**config.mk**
```make
export PLATFORM = sky130hd
export DESIGN_NAME = short_descriptor_table_walker
export DESIGN_NICKNAME = d
export VERILOG_FILES = /design/src/rtl/sdtw_pkg.sv /design/src/rtl/sdtw_ctrl.sv /design/src/rtl/sdtw_dp.sv /design/src/rtl/short_descriptor_table_walker.sv
export SDC_FILE = /design/constraint.sdc
export NUM_CORES = 1
export LEC_CHECK = 0
export BUFFER_PORTS_ARGS = -buffer_cell sky130_fd_sc_hd__buf_2
export CORE_ASPECT_RATIO = 1.2
export CORE_MARGIN = 2
export CORE_UTILIZATION = 40
export CTS_CLUSTER_SIZE = 24
export DETAILED_ROUTE_END_ITERATION = 8
export GPL_TIMING_DRIVEN = 0
export PLACE_DENSITY = 0.66
export SYNTH_ARGS = -nofsm -noshare
export SYNTH_HDL_FRONTEND = slang
export SYNTH_SLANG_ARGS = --single-unit
```
**constraint.sdc**
```tcl
create_clock -name clk -period 6.2 [get_ports clk]
set_input_delay 0.93 -clock clk [delete_from_list [all_inputs] [get_ports clk]]
set_output_delay 0.93 -clock clk [all_outputs]
set_load 0.01 [all_outputs]
```
**src/rtl/sdtw_pkg.sv**
```systemverilog
`timescale 1ns / 1ps
`default_nettype none

package sdtw_pkg;

    // Configuration register indexes
    localparam logic [2:0] CFG_TRANSLATE_ENABLE = 3'd0;
    localparam logic [2:0] CFG_TABLE_BASE       = 3'd1;
    localparam logic [2:0] CFG_DOMAIN_CONTROL   = 3'd2;
    localparam logic [2:0] CFG_ROM_PROTECT      = 3'd3;
    localparam logic [2:0] CFG_SYSTEM_PROTECT   = 3'd4;

    // Input op codes
    localparam logic OP_TRANSLATE  = 1'b0;
    localparam logic OP_DESCRIPTOR = 1'b1;

    // Result kind
    localparam logic KIND_READ_REQ = 1'b0;
    localparam logic KIND_DONE     = 1'b1;

    // Result status
    localparam logic [1:0] STATUS_OK     = 2'd0;
    localparam logic [1:0] STATUS_FAULT  = 2'd1;
    localparam logic [1:0] STATUS_UNSUPP = 2'd2;

    // Fault class
    localparam logic [1:0] FCLASS_NONE  = 2'd0;
    localparam logic [1:0] FCLASS_READ  = 2'd1;
    localparam logic [1:0] FCLASS_WRITE = 2'd2;
    localparam logic [1:0] FCLASS_FETCH = 2'd3;

    // Access kind
    localparam logic [1:0] ACC_READ  = 2'd0;
    localparam logic [1:0] ACC_WRITE = 2'd1;
    localparam logic [1:0] ACC_FETCH = 2'd2;

    // Descriptor type field, first level
    localparam logic [1:0] L1_FAULT   = 2'd0;
    localparam logic [1:0] L1_COARSE  = 2'd1;
    localparam logic [1:0] L1_SECTION = 2'd2;
    localparam logic [1:0] L1_FINE    = 2'd3;

    // Descriptor type field, second level
    localparam logic [1:0] L2_FAULT = 2'd0;
    localparam logic [1:0] L2_LARGE = 2'd1;
    localparam logic [1:0] L2_SMALL = 2'd2;
    localparam logic [1:0] L2_TINY  = 2'd3;

    // Fault status codes
    localparam logic [3:0] FSC_SECTION_XLATE  = 4'h5;
    localparam logic [3:0] FSC_PAGE_XLATE     = 4'h7;
    localparam logic [3:0] FSC_SECTION_DOMAIN = 4'h9;
    localparam logic [3:0] FSC_PAGE_DOMAIN    = 4'hb;
    localparam logic [3:0] FSC_SECTION_PERM   = 4'hd;
    localparam logic [3:0] FSC_PAGE_PERM      = 4'hf;
    localparam logic [3:0] FSC_NONE           = 4'h0;

    typedef enum logic [1:0] {
        CHK_PASS   = 2'd0,
        CHK_DOMAIN = 2'd1,
        CHK_PERM   = 2'd2
    } chk_t;

    typedef enum logic [3:0] {
        RES_NONE    = 4'd0,
        RES_REQ_L1  = 4'd1,
        RES_REQ_L2  = 4'd2,
        RES_PASS    = 4'd3,
        RES_SECTION = 4'd4,
        RES_LARGE   = 4'd5,
        RES_SMALL   = 4'd6,
        RES_FAULT   = 4'd7,
        RES_UNSUPP  = 4'd8
    } res_sel_t;

    // Controller to datapath
    typedef struct packed {
        logic       load_req;
        logic       load_l1;
        res_sel_t   sel;
        logic [3:0] fcode;
    } ctrl_cmd_t;

    // Datapath to controller
    typedef struct packed {
        logic       enable;
        logic [1:0] desc_type;
        chk_t       sec_chk;
        chk_t       page_chk;
    } dp_status_t;

endpackage

`default_nettype wire

```
**src/rtl/sdtw_ctrl.sv**
```systemverilog
`timescale 1ns / 1ps
`default_nettype none

module sdtw_ctrl (
    input  wire                     clk,
    input  wire                     rst_n,
    input  wire                     accept,
    input  wire                     op,
    input  sdtw_pkg::dp_status_t    dp_status,
    output sdtw_pkg::ctrl_cmd_t     cmd
);
    import sdtw_pkg::*;

    localparam logic [1:0] PH_IDLE   = 2'd0;
    localparam logic [1:0] PH_FIRST  = 2'd1;
    localparam logic [1:0] PH_SECOND = 2'd2;

    logic [1:0] phase_reg;
    logic [1:0] phase_next;

    always_comb
    begin
        phase_next   = phase_reg;
        cmd.load_req = 1'b0;
        cmd.load_l1  = 1'b0;
        cmd.sel      = RES_NONE;
        cmd.fcode    = FSC_NONE;
        if (accept)
        begin
            if (op == OP_TRANSLATE)
            begin
                cmd.load_req = 1'b1;
                if (dp_status.enable)
                begin
                    cmd.sel    = RES_REQ_L1;
                    phase_next = PH_FIRST;
                end
                else
                begin
                    cmd.sel    = RES_PASS;
                    phase_next = PH_IDLE;
                end
            end
            else
            begin
                unique case (phase_reg)
                    PH_FIRST:
                    begin
                        cmd.load_l1 = 1'b1;
                        phase_next  = PH_IDLE;
                        unique case (dp_status.desc_type)
                            L1_FAULT:
                            begin
                                cmd.sel   = RES_FAULT;
                                cmd.fcode = FSC_SECTION_XLATE;
                            end
                            L1_COARSE:
                            begin
                                cmd.sel    = RES_REQ_L2;
                                phase_next = PH_SECOND;
                            end
                            L1_SECTION:
                            begin
                                priority case (dp_status.sec_chk)
                                    CHK_DOMAIN:
                                    begin
                                        cmd.sel   = RES_FAULT;
                                        cmd.fcode = FSC_SECTION_DOMAIN;
                                    end
                                    CHK_PERM:
                                    begin
                                        cmd.sel   = RES_FAULT;
                                        cmd.fcode = FSC_SECTION_PERM;
                                    end
                                    default: cmd.sel = RES_SECTION;
                                endcase
                            end
                            default: cmd.sel = RES_UNSUPP;
                        endcase
                    end
                    PH_SECOND:
                    begin
                        phase_next = PH_IDLE;
                        if (dp_status.desc_type == L2_FAULT)
                        begin
                            cmd.sel   = RES_FAULT;
                            cmd.fcode = FSC_PAGE_XLATE;
                        end
                        else if (dp_status.page_chk == CHK_DOMAIN)
                        begin
                            cmd.sel   = RES_FAULT;
                            cmd.fcode = FSC_PAGE_DOMAIN;
                        end
                        else if (dp_status.page_chk == CHK_PERM)
                        begin
                            cmd.sel   = RES_FAULT;
                            cmd.fcode = FSC_PAGE_PERM;
                        end
                        else
                        begin
                            unique case (dp_status.desc_type)
                                L2_LARGE: cmd.sel = RES_LARGE;
                                L2_SMALL: cmd.sel = RES_SMALL;
                                default:  cmd.sel = RES_UNSUPP;
                            endcase
                        end
                    end
                    default:
                    begin
                        // drop descriptors that arrive with no walk open
                        phase_next = phase_reg;
                    end
                endcase
            end
        end
    end

    always_ff @(posedge clk or negedge rst_n)
    begin
        if (!rst_n)
        begin
            phase_reg <= PH_IDLE;
        end
        else
        begin
            phase_reg <= phase_next;
        end
    end

endmodule

`default_nettype wire

```
**src/rtl/sdtw_dp.sv**
```systemverilog
`timescale 1ns / 1ps
`default_nettype none

module sdtw_dp (
    input  wire                     clk,
    input  wire                     rst_n,
    input  wire                     cfg_write,
    input  wire [2:0]               cfg_index,
    input  wire [31:0]              cfg_data,
    input  wire [31:0]              virt_addr,
    input  wire [1:0]               access_kind,
    input  wire                     priv_access,
    input  wire                     record_fault,
    input  wire [31:0]              descriptor,
    input  sdtw_pkg::ctrl_cmd_t     cmd,
    output sdtw_pkg::dp_status_t    dp_status,
    output logic                    result_valid,
    output logic                    kind,
    output logic [31:0]             address,
    output logic [1:0]              status,
    output logic [1:0]              fault_class,
    output logic [7:0]              fault_status
);
    import sdtw_pkg::*;

    // configuration
    logic        enable_reg;
    logic [31:0] table_base_reg;
    logic [31:0] domain_control_reg;
    logic        rom_protect_reg;
    logic        system_protect_reg;

    // walk context
    logic [31:0] held_va_reg;
    logic [1:0]  held_ak_reg;
    logic        held_kernel_reg;
    logic        held_record_reg;
    logic [31:0] l1_word_reg;
    logic [7:0]  saved_fsr_reg;
    logic [31:0] saved_far_reg;

    // result
    logic        valid_reg;
    logic        kind_reg;
    logic [31:0] address_reg;
    logic [1:0]  status_reg;
    logic [1:0]  fclass_reg;
    logic [7:0]  fsr_reg;

    logic        kind_next;
    logic [31:0] address_next;
    logic [1:0]  status_next;
    logic [1:0]  fclass_next;
    logic [7:0]  fsr_next;
    logic [3:0]  fault_domain;
    logic        write_access;

    function automatic logic perm_ok(input logic [1:0] ap, input logic kern,
                                     input logic wr, input logic rom,
                                     input logic sys);
        logic ok;
        begin
            unique case (ap)
                2'd0:    ok = rom ? !wr : (sys ? (kern && !wr) : 1'b0);
                2'd1:    ok = kern;
                2'd2:    ok = kern || !wr;
                default: ok = 1'b1;
            endcase
            return ok;
        end
    endfunction

    function automatic chk_t domain_chk(input logic [1:0] dac, input logic pass);
        chk_t r;
        begin
            if (dac == 2'd0)
                r = CHK_DOMAIN;
            else if (dac == 2'd1 && !pass)
                r = CHK_PERM;
            else
                r = CHK_PASS;
            return r;
        end
    endfunction

    assign write_access = (held_ak_reg == ACC_WRITE);

    // section check uses the incoming first-level word, page check the stored one
    assign dp_status.enable    = enable_reg;
    assign dp_status.desc_type = descriptor[1:0];
    assign dp_status.sec_chk   = domain_chk(
        domain_control_reg[{descriptor[8:5], 1'b0} +: 2],
        perm_ok(descriptor[11:10], held_kernel_reg, write_access,
                rom_protect_reg, system_protect_reg));
    assign dp_status.page_chk  = domain_chk(
        domain_control_reg[{l1_word_reg[8:5], 1'b0} +: 2],
        perm_ok(descriptor[5:4], held_kernel_reg, write_access,
                rom_protect_reg, system_protect_reg));

    assign fault_domain = cmd.load_l1 ? descriptor[8:5] : l1_word_reg[8:5];

    always_comb
    begin
        kind_next    = KIND_DONE;
        address_next = 32'd0;
        status_next  = STATUS_OK;
        fclass_next  = FCLASS_NONE;
        fsr_next     = 8'd0;
        unique case (cmd.sel)
            RES_REQ_L1:
            begin
                kind_next    = KIND_READ_REQ;
                address_next = {table_base_reg[31:14], virt_addr[31:20], 2'b00};
            end
            RES_REQ_L2:
            begin
                kind_next    = KIND_READ_REQ;
                address_next = {descriptor[31:10], held_va_reg[19:12], 2'b00};
            end
            RES_PASS:    address_next = virt_addr;
            RES_SECTION: address_next = {descriptor[31:20], held_va_reg[19:0]};
            RES_LARGE:   address_next = {descriptor[31:16], held_va_reg[15:0]};
            RES_SMALL:   address_next = {descriptor[31:12], held_va_reg[11:0]};
            RES_FAULT:
            begin
                status_next = STATUS_FAULT;
                fsr_next    = {fault_domain, cmd.fcode};
                if (held_ak_reg == ACC_WRITE)
                    fclass_next = FCLASS_WRITE;
                else if (held_ak_reg == ACC_FETCH)
                    fclass_next = FCLASS_FETCH;
                else
                    fclass_next = FCLASS_READ;
            end
            RES_UNSUPP:  status_next = STATUS_UNSUPP;
            default:     kind_next = KIND_DONE;
        endcase
    end

    always_ff @(posedge clk or negedge rst_n)
    begin
        if (!rst_n)
        begin
            enable_reg         <= 1'b0;
            table_base_reg     <= 32'd0;
            domain_control_reg <= 32'd0;
            rom_protect_reg    <= 1'b0;
            system_protect_reg <= 1'b0;
            held_va_reg        <= 32'd0;
            held_ak_reg        <= ACC_READ;
            held_kernel_reg    <= 1'b0;
            held_record_reg    <= 1'b0;
            l1_word_reg        <= 32'd0;
            saved_fsr_reg      <= 8'd0;
            saved_far_reg      <= 32'd0;
            valid_reg          <= 1'b0;
        end
        else
        begin
            if (cfg_write)
            begin
                unique case (cfg_index)
                    CFG_TRANSLATE_ENABLE: enable_reg         <= cfg_data[0];
                    CFG_TABLE_BASE:       table_base_reg     <= cfg_data;
                    CFG_DOMAIN_CONTROL:   domain_control_reg <= cfg_data;
                    CFG_ROM_PROTECT:      rom_protect_reg    <= cfg_data[0];
                    CFG_SYSTEM_PROTECT:   system_protect_reg <= cfg_data[0];
                    default:              enable_reg         <= enable_reg;
                endcase
            end
            if (cmd.load_req)
            begin
                held_va_reg     <= virt_addr;
                // access kind three behaves as a read
                held_ak_reg     <= (access_kind == 2'd3) ? ACC_READ : access_kind;
                held_kernel_reg <= priv_access;
                held_record_reg <= record_fault;
            end
            if (cmd.load_l1)
            begin
                l1_word_reg <= descriptor;
            end
            if (cmd.sel == RES_FAULT && held_record_reg)
            begin
                saved_fsr_reg <= fsr_next;
                saved_far_reg <= held_va_reg;
            end
            valid_reg <= (cmd.sel != RES_NONE);
        end
    end

    always_ff @(posedge clk)
    begin
        kind_reg    <= kind_next;
        address_reg <= address_next;
        status_reg  <= status_next;
        fclass_reg  <= fclass_next;
        fsr_reg     <= fsr_next;
    end

    assign result_valid = valid_reg;
    assign kind         = kind_reg;
    assign address      = address_reg;
    assign status       = status_reg;
    assign fault_class  = fclass_reg;
    assign fault_status = fsr_reg;

endmodule

`default_nettype wire

```
**src/rtl/short_descriptor_table_walker.sv**
```systemverilog
// A result appears on the result ports in the cycle after its request is accepted.
// Throughput: one request per cycle; busy stays low, since every step is a single
//   registered pass through the domain/permission check and the address merge.
// Reset (rst_n, asynchronous, active low): walk returns to idle, configuration,
//   walk context and kept fault status/address clear, result_valid drops.
// The receiver cannot stall: each result is shown for exactly one cycle.
`timescale 1ns / 1ps
`default_nettype none

module short_descriptor_table_walker (
    input  wire         clk,
    input  wire         rst_n,
    // configuration write port
    input  wire         cfg_write,
    input  wire [2:0]   cfg_index,
    input  wire [31:0]  cfg_data,
    // request side
    input  wire         start,
    output logic        busy,
    input  wire         op,
    input  wire [31:0]  virt_addr,
    input  wire [1:0]   access_kind,
    input  wire         priv_access,
    input  wire         record_fault,
    input  wire [31:0]  descriptor,
    // result side
    output logic        result_valid,
    output logic        kind,
    output logic [31:0] address,
    output logic [1:0]  status,
    output logic [1:0]  fault_class,
    output logic [7:0]  fault_status
);
    import sdtw_pkg::*;

    ctrl_cmd_t  cmd;
    dp_status_t dp_status;
    logic       accept;

    // The walker never holds requests off: the controller decides the outcome
    // of each request in the cycle it arrives, and the datapath registers it.
    assign busy   = 1'b0;
    assign accept = start && !busy;

    // Controller: tracks walk phase (idle, first-level, second-level) and
    // selects what each request produces: a descriptor read, a translated
    // address, a fault with its code, or an unsupported status.
    sdtw_ctrl u_ctrl (
        .clk       (clk),
        .rst_n     (rst_n),
        .accept    (accept),
        .op        (op),
        .dp_status (dp_status),
        .cmd       (cmd)
    );

    // Datapath: configuration registers, held request context, first-level
    // word, domain and AP checks, address merge and result registers.
    sdtw_dp u_dp (
        .clk          (clk),
        .rst_n        (rst_n),
        .cfg_write    (cfg_write),
        .cfg_index    (cfg_index),
        .cfg_data     (cfg_data),
        .virt_addr    (virt_addr),
        .access_kind  (access_kind),
        .priv_access  (priv_access),
        .record_fault (record_fault),
        .descriptor   (descriptor),
        .cmd          (cmd),
        .dp_status    (dp_status),
        .result_valid (result_valid),
        .kind         (kind),
        .address      (address),
        .status       (status),
        .fault_class  (fault_class),
        .fault_status (fault_status)
    );

endmodule

`default_nettype wire

```
=== After elaboration in Yosys (flattened, before gate mapping) ===
Cells that the tools add are included.

* Mux-type cells: 36
* Bitwise operators: 1
* Shift-type cells: 2
* Eq/ne operators: 30
* Reductions and logical operators: 24

{| class="wikitable"
|+ Operator list
! operator !! count
|-
| 32-bit case mux with 6 select lines || 1
|-
| 32-bit by 6-bit variable part select with 2-bit output || 2
|-
| 4-bit case mux with 2 select lines || 3
|-
| 2-bit 2-to-1 mux || 11
|-
| 4-bit 2-to-1 mux || 5
|-
| 2-bit by 1-bit == test with 1-bit output, second input constant || 9
|-
| 2-bit == test, second input constant || 8
|-
| 4-bit by 3-bit == test with 1-bit output, second input constant || 4
|-
| 8-bit 2-to-1 mux || 2
|-
| 8-bit case mux with 2 select lines || 1
|-
| 4-bit case mux with 3 select lines || 1
|-
| 2-bit AND reduction || 6
|-
| 2-bit zero test || 5
|-
| 10-bit 2-to-1 mux || 1
|-
| 4-bit by 2-bit == test with 1-bit output, second input constant || 2
|-
| 2-bit case mux with 2 select lines || 2
|-
| 1-bit 2-to-1 mux || 7
|-
| 3-bit by 2-bit == test with 1-bit output, second input constant || 2
|-
| 1-bit case mux with 3 select lines || 2
|-
| 2-bit OR reduction || 3
|-
| 4-bit by 1-bit == test with 1-bit output, second input constant || 1
|-
| 4-bit == test, second input constant || 1
|-
| 4-bit nonzero test || 1
|-
| 3-bit by 1-bit == test with 1-bit output, second input constant || 1
|-
| 8 further kinds || 12
|}

* Input port bits: 108
* Register bits: 147
* Word-level logic and storage cells: 111

=== Depth between registers and ports, before layout ===
* Word-level depth: 20
* Depth in mapped cells: 12
* Depth with buffers taken out: 10

=== Hierarchy ===
From an unflattened synthesis, not the netlist that was laid out.

* Cells, all modules: 454
* Area, all modules: 5816.8 µm²

{| class="wikitable"
|+ By module, submodules not included
! module !! area an instance (µm²) !! instances !! seq. area each (µm²) !! cells an instance
|-
| sdtw_dp || 5360.1 || 1 || 2927.8 || 394
|-
| sdtw_ctrl || 445.4 || 1 || 50.0 || 58
|-
| short_descriptor_table_walker || 11.3 || 1 || 0.0 || 2
|}

=== Worst setup path after synthesis ===
OpenSTA, ideal clock, no wires.

* Path kind: input port to flip-flop
* Start: input descriptor[5]
* End: register u_dp.address_reg[7], in the netlist u_dp.address[7]
* Data required time: 6.131 ns
* Data arrival time: 3.255 ns
* Cell stages on the path: 10
* Buffers on the path: 2
* Slack: 2.877 ns
* Path through: buf_2 > buf_2 > mux4_2 > nor2_1 > a2bb2oi_1 > o21a_1 > o31ai_2 > nor3_1 > a222oi_1 > o21ai_1

* Word-level cells in the longest chain between the ends: 15
* Elaborated cells between the ends (all ways): 34
* Those cells by class: eq/ne: 13; shift: 1; mux: 14; reduce/logical: 6

{| class="wikitable"
|+ Ends and longest elaborated chain
! item !! line !! RTL
|-
| start: declaration || short_descriptor_table_walker.sv:25 || <nowiki>input wire [31:0] descriptor,</nowiki>
|-
| parallel branches: the longest is 10 deep, another holds 32-bit by 6-bit variable part select with 2-bit output || n/a ||
|-
| 8-bit case mux with 2 select lines * || sdtw_ctrl.sv:46 || <nowiki>unique case (phase_reg)</nowiki>
|-
| 4-bit 2-to-1 mux * || sdtw_ctrl.sv:30 || <nowiki>if (op == OP_TRANSLATE)</nowiki>
|-
| 10-bit 2-to-1 mux * || sdtw_ctrl.sv:28 || <nowiki>if (accept)</nowiki>
|-
| 4-bit by 3-bit == test with 1-bit output, or another cell as far along || sdtw_dp.sv:109 || <nowiki>unique case (cmd.sel)</nowiki>
|-
| 32-bit case mux with 6 select lines * || sdtw_dp.sv:109 ||
|-
| via u_dp.address_next[7] || sdtw_dp.sv:51 || <nowiki>logic [31:0] address_next;</nowiki>
|-
| end signal: assignment || sdtw_dp.sv:195 || <nowiki>address_reg <= address_next;</nowiki>
|-
| end: declaration || sdtw_dp.sv:45 || <nowiki>logic [31:0] address_reg;</nowiki>
|}

Mark *: on every way through the listed nets, which the timed path passes.
A chain may end at the register's enable or synchronous reset.

=== Final worst setup path ===
* Start: input descriptor[5]
* End: register u_dp.address_reg[6], in the netlist u_dp.address[6]

Same word-level chain as after synthesis.

==> flow_summary.yaml <==
power:
  switching_power_uw: 733
  internal_power_uw: 1790
  ir_worst_vdd_mv: 0.223
  p_seq_frac: 0.422
  p_per_area_mw_per_mm2: 344
  sw_frac_of_total: 0.291
  power.share.clock: 0.354
  pwr-share-comb: 0.224
  p_leak_uw: 0.00338
worst_setup_path:
  cp-startpoint: "descriptor[5]"
  critPathMaxFanout: 10
  cp.arrival_ps: 4160
  r2r-end: "u_dp.address[6]"
  crit_end: "u_dp.address[6]"
  rrSetupSlack_ps: 2960
  crit_type: "input pin to flip-flop"
  crit_required_ps: 6530
  cp-end-kind: "flip-flop"
  cp-start-kind: "input pin"
  r2r_cells: 8
  worstReg2RegStart: "u_dp.domain_control_reg[23]"
cells_and_area:
  stdcell_count: 867
  syn_to_final_growth_pct: 26.1
  drive_gt1_frac: 0.382
  fill_cells: 1289
  fin_util: 0.513
  nNetsFinal: 791
sta:
  rsz0062_at_grt: "no"
  drv_slew: 0
  whs_ps: 439
  setup_tns_ps: 0
  fmax_mhz: 261
  slew_headroom: 0.0597
  hold_violations: 0
  worst_slew_pin_slew_ps: 1400
  post-route-period-util: 0.618
  period_minus_slack_ps: 3830
  skew_ps: 6.60
  setup_viol: 0
grt:
  grt-busiest-layer: "met2"
  grt_overflow: 0
  use_met2: 0.362
  antenna_found_initial: 3
  grt_pass1_wl_um: 25100
  grt_usage: 0.216
  grt_pass1_vias: 4843
  gr-usage-met1: 0.260
  grt_max_degree: 55
  use_met3: 0.0571
routing:
  wire_per_inst_um: 18.6
  first_pass_iters: 8
  viasPerCell: 5.52
  drt-initial-drc-count: 379
  ant_nets: 0
  drt_wl_total_um: 16100
  drc: 0
  vias: 4787
clock_network:
  clk_latency_ps: 420
  htreeDepth: 4
  clockRootBuffer: "clkbuf_16"
  clk_pin_slew_worst_paths_ps: 60
  numCtsBuffers: 17
  clockBufferDepth: 2
  ctsHoldBuffers: 0
  post_cts_resized: 0
  clock-sinks: 128
  cts_setup_buffers: 0
  tritoncts: "done"
synthesis:
  ys.flop_type: "dfrtp_1"
  syn_area_per_cell_um2: 11.4
  synthArstFlopShare: 0.648
  ys_ff_latch: 128
  ys_warn_count: 0
  synth.net_count: 625
  ys_types: 52
  synth_area_leaders: "dfrtp_1 36%, dfxtp_1 16%, mux2_2 11%"
  ys_seq_area_frac: 0.512
  yosysTopAreaCell: "dfrtp_1"
  synth_cells: 510
  yosysTopAreaCellShare: 0.357
  synth_area_mm2: 0.00581
  synth_edf_count: 0
placed_design:
  io_buffers: 146
  routabilityCongestion: 0.912
  place_inst: 832
  hpwl_um: 12500
outcome:
  status: "finished, final reports clean"
die:
  start_util: 0.407
  die_w_um: 114
  rows: 48
  die_h_um: 136
  coreArea_mm2: 0.0143
  io_pins: 155
  die-area_mm2: 0.0155
flow_run:
  maxCapViolCount: 0
hold_path:
  hold_class: "input pin to asynchronous set/reset pin"
==> final cells by class <==
| type | instances | area, um2 | area share |
|---|---|---|---|
| Inverter | 34 | 128 | 0.0174 |
| Multi-Input combinational cell | 319 | 2570 | 0.351 |
| Sequential cell | 128 | 2980 | 0.406 |
| Tap cell | 175 | 219 | 0.0299 |
| Timing Repair Buffer | 147 | 761 | 0.104 |
| Buffer | 29 | 134 | 0.0183 |
| Clock inverter | 9 | 61.3 | 0.00837 |
| Clock buffer | 23 | 468 | 0.0639 |
| Antenna cell | 3 | 7.51 | 0.00102 |
==> cell usage in the layout, fill, tap and decap left out, types with 3 or more instances in the layout <==
cell type   count
dfrtp_1        83
a21oi_1        10
nand3_1         5
mux4_1          6
nor3_1          6
a221o_1         9
o31ai_1         3
clkbuf_16      17
o21ai_0        38
buf_2         150
nor2b_1         6
mux2_2         59
o21ai_1        11
dfxtp_1        45
a22oi_1        12
nor2_1         11
o22ai_1         3
inv_1          34
a22o_1          8
ha_1            7
clkinvlp_4      5
and2_1          3
diode_2         3
nand3b_1        3
nand2b_1        5
nor3b_1         5
mux2i_1         6
mux4_2          8
clkinv_2        3
nand2_1        59
clkbuf_1       25
a222oi_1       10
==> power groups by stage <==
stage	Combinational [uW]	Clock, uW	Sequential, uW
2_1_floorplan	391	0	1050
3_3_place_gp	545	0	1070
3_5_place_dp	565	0	1080
4_1_cts	568	904	1060
5_1_grt	620	943	1080
6_report	565	893	1060
==> through the flow <==
stage	instance area [um2]	total power, uW	setup WS [ps]
2_1_floorplan	5810	1440	2880
4_1_cts	7320	2540	2500
5_1_grt	7330	2640	2190
3_5_place_dp	6790	1640	2100
3_3_place_gp	6760	1620	2130
6_report	7330	2520	2370
==> critical path, cell delays in order <==
cell and delay [ps]:
buf_2 180, buf_2 290, mux4_2 530, nor2_1 100, a2bb2oi_1 250, o21a_1 240
o31ai_2 120, nor3_1 1120, a222oi_1 210, o21ai_0 190
==> worst min-delay path by stage <==
stage	endpoint	slack (ps)	cells past startpoint
2_1_floorplan	u_dp.held_ak_reg[0]	450	2
4_1_cts	u_dp.table_base_reg[24]	440	1
6_report	u_dp.table_base_reg[24]	440	1
3_3_place_gp	u_dp.held_ak_reg[0]	460	2
3_5_place_dp	u_dp.held_ak_reg[0]	480	2
5_1_grt	u_dp.table_base_reg[24]	460	1
==> routing by layer <==
layer,vias up,wire length [um]
li1,2191,-
met1,2358,6480
met2,200,8120
met3,38,1100
met4,0,414
met5,-,0
==> cells in the mapped netlist, drive strengths merged (4+ instances only) <==
| master | count |
|---|---|
| dfxtp | 45 |
| dfrtp | 83 |
| and2 | 4 |
| mux4 | 14 |
| nor2b | 6 |
| a221o | 9 |
| a21oi | 12 |
| mux2i | 6 |
| nor2 | 11 |
| ha | 7 |
| nand2b | 5 |
| nor3b | 5 |
| buf | 8 |
| nor3 | 6 |
| clkbuf | 21 |
| nand3 | 5 |
| o21ai | 50 |
| mux2 | 59 |
| a22o | 9 |
| a22oi | 12 |
| inv | 34 |
| nand2 | 59 |
| o31ai | 4 |
| a222oi | 10 |
==> cell families after synthesis <==
kind of cell	Yosys count	share of synthesized area
AND/OR/NAND/NOR	110	0.0922
buffers and inverters	63	0.0450
flip-flops	128	0.512
AO/OA/AOI/OAI	122	0.152
adder cells (fa/ha/maj)	7	0.0151
multiplexers	79	0.183
other	1	0.000645
(Power assumes the default switching activity.)
